`src/hdl/fqop_pkg.sv`:
```
`timescale 1ns / 1ps
// ----------------------------------------------------------------------------
// fqop_pkg: shared types and codes for the frame queue
// Entry layout, operation, policy and status codes, and sizing constants.
// ----------------------------------------------------------------------------
package fqop_pkg;

  // Number of entry cells in the queue.
  localparam int DEPTH = 8;

  // Width of the entry count (holds zero up to DEPTH).
  localparam int CNT_W = $clog2(DEPTH + 1);

  // Width of a cell index.
  localparam int IDX_W = (DEPTH > 1) ? $clog2(DEPTH) : 1;

  // Fixed field widths.
  localparam int CAP_W    = 4;
  localparam int POL_W    = 2;
  localparam int OUTCNT_W = 4;
  localparam int TS_W     = 63;

  typedef logic [OUTCNT_W-1:0] outcnt_t;

  // Requested operation.
  typedef enum logic [1:0] {
    OP_PUSH  = 2'd0,
    OP_POP   = 2'd1,
    OP_DRAIN = 2'd2,
    OP_CLEAR = 2'd3
  } op_t;

  // Overflow handling when the queue is full; the unused code drops the oldest.
  typedef enum logic [POL_W-1:0] {
    POL_DROP_OLDEST  = 2'd0,
    POL_DROP_NEW     = 2'd1,
    POL_DROP_BACKLOG = 2'd2,
    POL_SPARE        = 2'd3
  } policy_t;

  // Result status.
  typedef enum logic [3:0] {
    ST_QUEUED          = 4'd0,
    ST_DROPPED_NEW     = 4'd1,
    ST_DROPPED_OLDEST  = 4'd2,
    ST_DROPPED_BACKLOG = 4'd3,
    ST_BAD_FRAME       = 4'd4,
    ST_BAD_CONFIG      = 4'd5,
    ST_POPPED          = 4'd6,
    ST_EMPTY           = 4'd7,
    ST_CLEARED         = 4'd8,
    ST_DRAINED         = 4'd9
  } status_t;

  // Configuration register indexes.
  typedef enum logic {
    REG_CAPACITY = 1'b0,
    REG_POLICY   = 1'b1
  } reg_idx_t;

  // One queued frame descriptor.
  typedef struct packed {
    logic [31:0]     handle;
    logic [15:0]     width;
    logic [15:0]     height;
    logic [TS_W-1:0] timestamp;
    logic [63:0]     queued_time;
  } entry_t;

  // Per-cell control from the queue controller.
  typedef struct packed {
    logic shift;
    logic load;
  } cell_ctrl_t;

endpackage

```
`src/hdl/fqop_cell.sv`:
```
`timescale 1ns / 1ps
// ----------------------------------------------------------------------------
// fqop_cell: one storage cell of the frame queue
// Holds one entry; loads a new frame or takes the entry of the cell behind it.
// ----------------------------------------------------------------------------
module fqop_cell (
  input  logic               clk,
  input  fqop_pkg::cell_ctrl_t ctrl,
  input  fqop_pkg::entry_t   nbr_entry,
  input  fqop_pkg::entry_t   load_entry,
  output fqop_pkg::entry_t   entry
);
  import fqop_pkg::*;

  entry_t entry_r;
  entry_t entry_nxt;

  // A load wins over a shift, since the loaded cell is the new tail.
  always_comb begin
    entry_nxt = entry_r;
    if (ctrl.load) begin
      entry_nxt = load_entry;
    end else if (ctrl.shift) begin
      entry_nxt = nbr_entry;
    end
  end

  // Payload storage, no reset needed.
  always_ff @(posedge clk) begin
    entry_r <= entry_nxt;
  end

  assign entry = entry_r;

endmodule

```
`src/hdl/frame_queue_with_overflow_policy.sv`:
```
`timescale 1ns / 1ps
// ----------------------------------------------------------------------------
// frame_queue_with_overflow_policy: bounded frame descriptor queue
// Row of entry cells with the head in cell zero, plus the queue controller.
// ----------------------------------------------------------------------------
// The queue takes one input beat at a time. A push, pop or clear updates the
// queue in the cycle it is accepted, registers its single result as pending
// and then places it in the output register. A drain produces one result
// beat per stored entry, or a single beat when the queue is empty, one a
// cycle while the output is taken, because each beat moves the row of cells
// one place towards the head. The next input beat is taken once the last
// result of the current one has been placed in the output register;
// back-pressure on the output holds the pending result until the slot frees.
// Configuration writes are always taken and apply to the next push.
// ----------------------------------------------------------------------------
module frame_queue_with_overflow_policy (
  input  logic                   clk,
  input  logic                   rst_n,
  // Configuration
  input  logic                   cfg_valid,
  output logic                   cfg_ready,
  input  logic                   cfg_index,
  input  logic [3:0]             cfg_data,
  // Input beats
  input  logic                   in_valid,
  output logic                   in_ready,
  input  logic [1:0]             in_operation,
  input  logic [31:0]            in_frame_handle,
  input  logic [15:0]            in_frame_width,
  input  logic [15:0]            in_frame_height,
  input  logic signed [63:0]     in_frame_timestamp,
  input  logic [63:0]            in_queued_time,
  // Result beats
  output logic                   out_valid,
  input  logic                   out_ready,
  output logic [3:0]             out_status,
  output logic [3:0]             out_dropped_count,
  output logic                   out_frame_valid,
  output logic [31:0]            out_handle,
  output logic [15:0]            out_width,
  output logic [15:0]            out_height,
  output logic [62:0]            out_timestamp,
  output logic [63:0]            out_queued_time,
  output logic [3:0]             out_depth,
  output logic [63:0]            out_oldest_age,
  output logic                   out_last
);
  import fqop_pkg::*;

  localparam int CMP_W = (CNT_W > CAP_W) ? CNT_W : CAP_W;

  typedef enum logic {
    S_IDLE,
    S_EMIT
  } state_t;

  // Registers
  state_t          state_r,      state_nxt;
  logic [CNT_W-1:0] count_r,     count_nxt;
  logic [TS_W-1:0] latest_r,     latest_nxt;
  logic [CAP_W-1:0] capacity_r,  capacity_nxt;
  policy_t         policy_r,     policy_nxt;
  status_t         pend_status_r, pend_status_nxt;
  outcnt_t         pend_dropped_r, pend_dropped_nxt;
  logic            pend_fvalid_r, pend_fvalid_nxt;
  entry_t          pend_frame_r,  pend_frame_nxt;
  logic            pend_last_r,   pend_last_nxt;
  logic            pend_drain_r,  pend_drain_nxt;
  logic            out_valid_r,   out_valid_nxt;
  status_t         out_status_r,  out_status_nxt;
  outcnt_t         out_dropped_r, out_dropped_nxt;
  logic            out_fvalid_r,  out_fvalid_nxt;
  entry_t          out_frame_r,   out_frame_nxt;
  outcnt_t         out_depth_r,   out_depth_nxt;
  logic [63:0]     out_age_r,     out_age_nxt;
  logic            out_last_r,    out_last_nxt;

  // Cell row signals
  entry_t          cells   [DEPTH];
  cell_ctrl_t      cell_ctrl [DEPTH];
  entry_t          load_entry;
  logic            row_shift;
  logic            row_load;
  logic [IDX_W-1:0] load_idx;

  // Decode helpers
  logic             in_accept;
  logic             slot_free;
  logic             frame_ok;
  logic [CNT_W-1:0] cap_eff;
  logic [63:0]      head_age;

  assign in_accept = in_valid && in_ready;
  assign slot_free = !out_valid_r || out_ready;
  assign cfg_ready = 1'b1;
  assign in_ready  = (state_r == S_IDLE);

  // Incoming frame as it would be stored.
  always_comb begin
    load_entry.handle      = in_frame_handle;
    load_entry.width       = in_frame_width;
    load_entry.height      = in_frame_height;
    load_entry.timestamp   = in_frame_timestamp[TS_W-1:0];
    load_entry.queued_time = in_queued_time;
  end

  assign frame_ok = (in_frame_handle != 32'd0) && (in_frame_width != 16'd0) &&
                    (in_frame_height != 16'd0) && !in_frame_timestamp[63];

  // Capacity above the cell count acts as the cell count.
  always_comb begin
    if (CMP_W'(capacity_r) > CMP_W'(DEPTH)) begin
      cap_eff = CNT_W'(DEPTH);
    end else begin
      cap_eff = CNT_W'(capacity_r);
    end
  end

  // Age of the head entry against the latest timestamp seen.
  always_comb begin
    if (count_r == '0) begin
      head_age = 64'd0;
    end else if (latest_r >= cells[0].timestamp) begin
      head_age = {1'b0, latest_r - cells[0].timestamp};
    end else begin
      head_age = 64'd0;
    end
  end

  // Queue controller
  always_comb begin
    state_nxt        = state_r;
    count_nxt        = count_r;
    latest_nxt       = latest_r;
    capacity_nxt     = capacity_r;
    policy_nxt       = policy_r;
    pend_status_nxt  = pend_status_r;
    pend_dropped_nxt = pend_dropped_r;
    pend_fvalid_nxt  = pend_fvalid_r;
    pend_frame_nxt   = pend_frame_r;
    pend_last_nxt    = pend_last_r;
    pend_drain_nxt   = pend_drain_r;
    out_valid_nxt    = out_valid_r;
    out_status_nxt   = out_status_r;
    out_dropped_nxt  = out_dropped_r;
    out_fvalid_nxt   = out_fvalid_r;
    out_frame_nxt    = out_frame_r;
    out_depth_nxt    = out_depth_r;
    out_age_nxt      = out_age_r;
    out_last_nxt     = out_last_r;
    row_shift        = 1'b0;
    row_load         = 1'b0;
    load_idx         = count_r[IDX_W-1:0];

    // Configuration writes.
    if (cfg_valid && cfg_ready) begin
      case (reg_idx_t'(cfg_index))
        REG_CAPACITY: capacity_nxt = cfg_data;
        REG_POLICY:   policy_nxt   = policy_t'(cfg_data[POL_W-1:0]);
        default:      capacity_nxt = capacity_r;
      endcase
    end

    // The output register empties when its beat is taken.
    if (out_valid_r && out_ready) begin
      out_valid_nxt = 1'b0;
    end

    case (state_r)
      S_IDLE: begin
        if (in_accept) begin
          state_nxt        = S_EMIT;
          pend_dropped_nxt = '0;
          pend_fvalid_nxt  = 1'b0;
          pend_frame_nxt   = '0;
          pend_last_nxt    = 1'b1;
          pend_drain_nxt   = 1'b0;
          case (op_t'(in_operation))
            OP_PUSH: begin
              if (cap_eff == '0) begin
                pend_status_nxt = ST_BAD_CONFIG;
              end else if (!frame_ok) begin
                pend_status_nxt = ST_BAD_FRAME;
              end else begin
                if (in_frame_timestamp[TS_W-1:0] > latest_r) begin
                  latest_nxt = in_frame_timestamp[TS_W-1:0];
                end
                if (count_r < cap_eff) begin
                  row_load        = 1'b1;
                  load_idx        = count_r[IDX_W-1:0];
                  count_nxt       = count_r + 1'b1;
                  pend_status_nxt = ST_QUEUED;
                end else if (policy_r == POL_DROP_NEW) begin
                  pend_status_nxt  = ST_DROPPED_NEW;
                  pend_dropped_nxt = outcnt_t'(1);
                end else if (policy_r == POL_DROP_BACKLOG) begin
                  row_load         = 1'b1;
                  load_idx         = '0;
                  count_nxt        = CNT_W'(1);
                  pend_status_nxt  = ST_DROPPED_BACKLOG;
                  pend_dropped_nxt = outcnt_t'(count_r);
                end else begin
                  // Drop oldest: shift the row and put the frame at the tail.
                  row_shift        = 1'b1;
                  row_load         = 1'b1;
                  load_idx         = IDX_W'(count_r - 1'b1);
                  pend_status_nxt  = ST_DROPPED_OLDEST;
                  pend_dropped_nxt = outcnt_t'(1);
                end
              end
            end
            OP_POP: begin
              if (count_r == '0) begin
                pend_status_nxt = ST_EMPTY;
              end else begin
                pend_status_nxt = ST_POPPED;
                pend_fvalid_nxt = 1'b1;
                pend_frame_nxt  = cells[0];
                row_shift       = 1'b1;
                count_nxt       = count_r - 1'b1;
              end
            end
            OP_DRAIN: begin
              pend_status_nxt = ST_DRAINED;
              if (count_r != '0) begin
                pend_fvalid_nxt = 1'b1;
                pend_frame_nxt  = cells[0];
                pend_last_nxt   = (count_r == CNT_W'(1));
                pend_drain_nxt  = 1'b1;
                row_shift       = 1'b1;
                count_nxt       = count_r - 1'b1;
              end
            end
            OP_CLEAR: begin
              pend_status_nxt  = ST_CLEARED;
              pend_dropped_nxt = outcnt_t'(count_r);
              count_nxt        = '0;
            end
            default: pend_status_nxt = ST_EMPTY;
          endcase
        end
      end
      S_EMIT: begin
        if (slot_free) begin
          // Result beat reports the queue as it stands now.
          out_valid_nxt   = 1'b1;
          out_status_nxt  = pend_status_r;
          out_dropped_nxt = pend_dropped_r;
          out_fvalid_nxt  = pend_fvalid_r;
          out_frame_nxt   = pend_frame_r;
          out_depth_nxt   = outcnt_t'(count_r);
          out_age_nxt     = head_age;
          out_last_nxt    = pend_last_r;
          if (pend_drain_r && !pend_last_r) begin
            // Take the next head for the following drain beat.
            pend_frame_nxt = cells[0];
            pend_last_nxt  = (count_r == CNT_W'(1));
            row_shift      = 1'b1;
            count_nxt      = count_r - 1'b1;
          end else begin
            state_nxt = S_IDLE;
          end
        end
      end
      default: state_nxt = S_IDLE;
    endcase
  end

  // State and registered outputs.
  always_ff @(posedge clk) begin
    if (!rst_n) begin
      state_r     <= S_IDLE;
      count_r     <= '0;
      latest_r    <= '0;
      capacity_r  <= CAP_W'(DEPTH);
      policy_r    <= POL_DROP_OLDEST;
      out_valid_r <= 1'b0;
    end else begin
      state_r     <= state_nxt;
      count_r     <= count_nxt;
      latest_r    <= latest_nxt;
      capacity_r  <= capacity_nxt;
      policy_r    <= policy_nxt;
      out_valid_r <= out_valid_nxt;
    end
  end

  // Result payload and pending result, no reset needed.
  always_ff @(posedge clk) begin
    pend_status_r  <= pend_status_nxt;
    pend_dropped_r <= pend_dropped_nxt;
    pend_fvalid_r  <= pend_fvalid_nxt;
    pend_frame_r   <= pend_frame_nxt;
    pend_last_r    <= pend_last_nxt;
    pend_drain_r   <= pend_drain_nxt;
    out_status_r   <= out_status_nxt;
    out_dropped_r  <= out_dropped_nxt;
    out_fvalid_r   <= out_fvalid_nxt;
    out_frame_r    <= out_frame_nxt;
    out_depth_r    <= out_depth_nxt;
    out_age_r      <= out_age_nxt;
    out_last_r     <= out_last_nxt;
  end

  // Row of cells, head in cell zero.
  for (genvar i = 0; i < DEPTH; i++) begin : g_cell
    entry_t nbr;
    if (i == DEPTH - 1) begin : g_tail
      assign nbr = load_entry;
    end else begin : g_mid
      assign nbr = cells[i+1];
    end

    assign cell_ctrl[i].shift = row_shift;
    assign cell_ctrl[i].load  = row_load && (load_idx == IDX_W'(i));

    fqop_cell u_cell (
      .clk        (clk),
      .ctrl       (cell_ctrl[i]),
      .nbr_entry  (nbr),
      .load_entry (load_entry),
      .entry      (cells[i])
    );
  end

  // Output ports.
  assign out_valid         = out_valid_r;
  assign out_status        = out_status_r;
  assign out_dropped_count = out_dropped_r;
  assign out_frame_valid   = out_fvalid_r;
  assign out_handle        = out_frame_r.handle;
  assign out_width         = out_frame_r.width;
  assign out_height        = out_frame_r.height;
  assign out_timestamp     = out_frame_r.timestamp;
  assign out_queued_time   = out_frame_r.queued_time;
  assign out_depth         = out_depth_r;
  assign out_oldest_age    = out_age_r;
  assign out_last          = out_last_r;

  // Checks
  a_count_bound: assert property (@(posedge clk) disable iff (!rst_n)
    count_r <= CNT_W'(DEPTH))
    else $error("entry count exceeds the number of cells");

  a_latest_mono: assert property (@(posedge clk) disable iff (!rst_n)
    $past(rst_n) |-> latest_r >= $past(latest_r))
    else $error("latest seen timestamp went backwards");

  a_clear_empties: assert property (@(posedge clk) disable iff (!rst_n)
    in_accept && (in_operation == OP_CLEAR) |=> count_r == '0)
    else $error("clear left entries in the queue");

  a_pop_removes: assert property (@(posedge clk) disable iff (!rst_n)
    in_accept && (in_operation == OP_POP) && (count_r != '0)
    |=> count_r == $past(count_r) - 1'b1)
    else $error("pop did not remove exactly one entry");

  a_no_frame_zero: assert property (@(posedge clk) disable iff (!rst_n)
    out_valid_r && !out_fvalid_r |-> out_frame_r == '0)
    else $error("result without a frame carries frame data");

endmodule
```
`config.mk`:
```
export PLATFORM = sky130hd
export DESIGN_NAME = frame_queue_with_overflow_policy
export DESIGN_NICKNAME = d
export VERILOG_FILES = /design/src/hdl/fqop_pkg.sv /design/src/hdl/fqop_cell.sv /design/src/hdl/frame_queue_with_overflow_policy.sv
export SDC_FILE = /design/constraint.sdc
export NUM_CORES = 2
export LEC_CHECK = 0
export BUFFER_PORTS_ARGS = -buffer_cell sky130_fd_sc_hd__clkbuf_2
export CORE_MARGIN = 2
export CORE_UTILIZATION = 45
export DETAILED_ROUTE_END_ITERATION = 10
export PLACE_DENSITY_LB_ADDON = 0.2
export SLEW_MARGIN = 10
export SYNTH_ARGS = -nofsm -noshare
export SYNTH_HDL_FRONTEND = slang
export SYNTH_SLANG_ARGS = --single-unit
```
`constraint.sdc`:
```
create_clock -name clk -period 36.5 [get_ports clk]
set_input_delay 0 -clock clk [delete_from_list [all_inputs] [get_ports clk]]
set_output_delay 0 -clock clk [all_outputs]
set_load 0.03 [all_outputs]
```
==> results.md <==
Logic synthesis:
- After synthesis the netlist holds a flip-flop and latch count of approximately 2,100.
- The number of enable-type register cells in the synthesized netlist is 1,998.
- The most used flip-flop cell after synthesis is sky130_fd_sc_hd__edfxtp_1.
- The Yosys step of the flow raised 0 warnings.
- The gate count of the mapped netlist is 5,117.
- Counting instances in the post-synthesis netlist gives the leading cell types as 1,998 x sky130_fd_sc_hd__edfxtp_1, 1,158 x sky130_fd_sc_hd__mux2_2, 218 x sky130_fd_sc_hd__nand2_1.
- In this run the mean area of a mapped cell was 17.11 um2.
- The synthesized netlist contains 66 unique library cells.
- The area fraction of the dominant cell type after synthesis is 68.54%.
- When the netlist entered floorplanning its net count stood at 5,460.
- The synthesized netlist occupies a cell area of 0.08754 mm2.
- Yosys instantiated no cell more often than sky130_fd_sc_hd__edfxtp_1.
- After synthesis, the share of flip-flops with an asynchronous set or reset is 0%.
- The cell type with the largest total area after synthesis is sky130_fd_sc_hd__edfxtp_1.
- After synthesis, flip-flops and latches occupy between 70% and 80% of the total area.
- In the post-synthesis netlist, the biggest area contributors are sky130_fd_sc_hd__edfxtp_1 69%, sky130_fd_sc_hd__mux2_2 15%, sky130_fd_sc_hd__mux2_4 3.1%, sky130_fd_sc_hd__ha_1 2.0%, sky130_fd_sc_hd__dfxtp_1 1.7%.

Worst setup path:
- Walking the worst path, the cells encountered are dlygate4sd3_1 > clkbuf_2 > nor4_1 > nand4_1 > o211ai_1 > buf_4 > nor2_1 > nand4_1 > mux2i_1 > and3b_4 > nand2b_4 > buf_4 > buf_4.
- The reg-to-reg critical path startpoint is capacity_r[0]$_SDFFE_PN0P_.
- The category of the worst setup path launch point is an input pin.
- Counting stages on the worst path, the most repeated cell is sky130_fd_sc_hd__buf_4.
- The dominant delay contributor by cell family on the critical path is simple AND/OR/NAND/NOR gates.
- Counting both buffers and inverters, the worst setup path holds a total of 5.
- The sort of element at the end of the critical path is a flip-flop.
- The path type of the worst setup path is in -> reg.
- The maximum fanout encountered on the critical timing path is 59.
- In this design, the stage delay of the slowest critical-path cell is between 0.8 and 0.9 ns.
- The endpoint of the most critical register-to-register path is g_cell[5].u_cell.entry[79]$_DFFE_PP_.
- The first element of the critical path is in_frame_handle[8].
- The slowest cell on the critical path is sky130_fd_sc_hd__buf_4.
- The depth of the most critical reg-to-reg path is 8.
- In this run the worst setup path terminates at g_cell[5].u_cell.entry[79]$_DFFE_PP_.
- The required time of the critical path is 36.95 ns.
- The slack of the worst reg-to-reg path is 30.14 ns.
- Data arrives at the worst endpoint at about 7.4 ns.
- The cell depth of the worst setup path is 13.

Routing:
- The post-detailed-route DRC marker count is 0.
- The post-detailed-routing wire length is 212.3 mm.
- The detailed-routing iteration count for the pre-antenna-repair pass is 5.
- The first routing iteration left 3,105 violations.
- The total via count in the routed design is 46,932.
- After detailed routing, the number of vias per cell comes to between 5 and 6.
- The detail route stage leaves a number of antenna-violating nets equal to 0.
- The per-cell routed wire length is around 25 um.

Floorplan:
- The effective utilization at floorplan is 45.36%.
- In this run the count of I/O pins placed on the die edge is around 480.
- The core region is 0.1930 mm2.
- The die height is 445.0 um.
- In this run the horizontal extent of the chip is 445.0 um.
- The die area is 0.1981 mm2.
- The number of cell rows is 161.

Cells and area:
- The total area of sequential cells is 0.06150 mm2.
- The post-route netlist has 35.80% of its cells at a drive strength greater than 1.
- Fill cells in the final layout number 15,704.
- The final standard cell utilization of the core is a little over half.
- For this run, the number of standard cells in the final layout without fillers is 8,664.
- Compared with the post-synthesis result, the final layout area differs by 17.08%.
- The count of nets after finishing is 6,291.
- The area of the multi-input gates is 0.02438 mm2.

STA:
- The final period utilization is 19.00%.
- Measured against its own limit, the worst slew margin works out to a little under a fifth.
- The worst path needs 6.935 ns of the cycle, external delays included.
- The final setup skew is 0.04158 ns.
- The total setup violations reported at the end of the flow is 0.
- Based on the critical path, the design can be clocked at up to 144.2 MHz.
- At the pin with the least slew margin, the transition time is 1.190 ns.
- The hold violation total from the final report came to 0.
- The final sum of negative setup slack is 0 ns.
- Setup slack closes at 29.57 ns.
- Setup repair after global routing left no endpoint under its margin.
- The number of max-slew violations in the final report came to 0.

Flow run:
- The count of max-cap constraint violations is 0.

Clock tree:
- The clock drives 2,073 sinks.
- TritonCTS built the clock tree.
- The level count of the clock H-tree is 4.
- Clock tree synthesis selected as its root buffer the cell sky130_fd_sc_hd__clkbuf_16.
- The later pin in the worst-skew pair is clocked with a latency of between 0.8 and 0.9 ns.
- Post-CTS timing repair inserted 0 buffers for setup.
- The longest clock path from root to sink contains 3 buffers.
- In this run, CTS created clock tree buffers numbering 213.
- The clock transition at the register clock pins on the worst setup and hold paths after CTS is 0.06 ns.

Placed design:
- Routability-driven placement finished with a final weighted congestion of 0.8737.
- The total placed cells including tap cells is 7,951.
- The sum of net half-perimeters after detailed placement is 126.0 mm.
- OpenSTA, run right after detailed placement, puts the worst setup slack at 29.15 ns.
- Buffers placed on the I/O ports in this run total 473.

Power:
- Per report_power, the combinational group accounts for approximately 8.5% of the total.
- The standby leakage power is 0.03632 uW.
- Of the total power, the share spent switching nets is 23.34%.
- For this design the ratio of total power to cell area is 53.51 mW/mm2.
- The internal power consumption is 4204 uW.
- The switching component of the power is about 1300 uW.
- The clock group share of total power is roughly 39%.
- The maximum vdd drop is 0.03769 mV.
- Registers are responsible for 52.3% of the overall power.

Worst hold path:
- The worst min-delay path startpoint is in_queued_time[16].
- The path category of the worst min-delay check is in -> reg.

Global routing:
- The largest net degree at the start of global routing is 127.
- The via count of the first global-routing pass is between 40,000 and 50,000.
- The first global-routing pass estimated about 320 mm of wire.
- Summed over all layers, the global routing overflow is 0.
- The global-route usage over all layers is 21.24%.
- The number of antenna violations at the first check in global routing was 20.

Run status:
- The run finished with clean final reports.
-- sequential cells by signal (all words and copies together), names as in the netlist --
register	count
pend_dropped_r	4
capacity_r	4
out_last	1
pend_drain_r	1
out_frame_valid	1
count_r	4
latest_r	63
out_timestamp	63
out_depth	4
policy_r	2
out_queued_time	64
out_dropped_count	4
out_oldest_age	63
out_height	16
out_handle	32
pend_fvalid_r	1
state_r	1
out_status	4
out_valid	1
out_width	16
pend_status_r	4
pend_last_r	1
pend_frame_r	191
g_cell.u_cell.entry	1528
-- kinds of logic after synthesis --
family / count (synthesis) / synth area share, %
adder cells (fa/ha/maj): 139 / 1.995
multiplexers: 1406 / 18.76
AND/OR/NAND/NOR: 735 / 4.044
XOR/XNOR: 48 / 0.4803
AO/OA/AOI/OAI: 332 / 2.420
other: 2 / 0.008579
buffers and inverters: 382 / 2.040
flip-flops: 2073 / 70.26
-- cells in the final DEF, fill, tap and decap left out, drive strengths merged, types with 91 or more instances in the layout --
cell and instances:
edfxtp 1998, mux2 1337, clkbuf 745, dlygate4sd3 308, nand2 218, nor2 187, inv 160, nor2b 146
ha 138, a21oi 108, clkinv 91
-- what timing repair did --
item	in CTS	in global routing
gates resized for setup	0	0
hold endpoints to repair	1672	0
hold buffers	308	0
-- final cells by class --
cell class / instances / area share (%)
inverter: 154 / 0.5640
clock inverter: 123 / 1.173
antenna: 9 / 0.02197
clock buffer: 273 / 5.513
sequential: 2073 / 60.00
timing repair buffer: 844 / 5.855
multi-input combinational: 2662 / 23.78
tap: 2526 / 3.084
-- worst min-delay path by stage --
stage                                                       end  slack [ns]  depth (start not counted)
final                      g_cell[7].u_cell.entry[16]$_DFFE_PP_        0.04                          2
after global placement               capacity_r[3]$_SDFFE_PN1P_        0.27                          3
after floorplan             g_cell[7].u_cell.entry[0]$_DFFE_PP_         0.1                          0
after global routing       g_cell[7].u_cell.entry[57]$_DFFE_PP_        0.03                          2
after CTS                 g_cell[7].u_cell.entry[166]$_DFFE_PP_      0.0006                          2
after detailed placement             capacity_r[3]$_SDFFE_PN1P_        0.28                          3
-- power groups by stage --
stage	clock network, uW	registers [uW]	logic, uW
after CTS	2200	2870	477
after floorplan	0	2990	228
after global placement	0	2920	438
after detailed placement	0	2920	445
final	2150	2870	468
after global routing	2280	2880	506
-- routing by layer --
metal	track usage, %	vias to the layer above	wire (um)
met3	2.922	295	8249
met4	5.526	8	4577
met2	38.34	1055	111000
met5	0	-	49
li1	-	21277	-
met1	26.74	24297	88380
-- metrics by stage --
| step | power (uW) | hold slack, ns | cell area [um2] |
|---|---|---|---|
| after global placement | 3356 | 0.2709 | 92530 |
| final | 5484 | 0.04231 | 102500 |
| after global routing | 5673 | 0.03072 | 102500 |
| after detailed placement | 3367 | 0.2836 | 92530 |
| after CTS | 5545 | 0.0005538 | 102500 |
| after floorplan | 3217 | 0.09887 | 87540 |
Note: power is estimated with default switching activity, not from simulation.
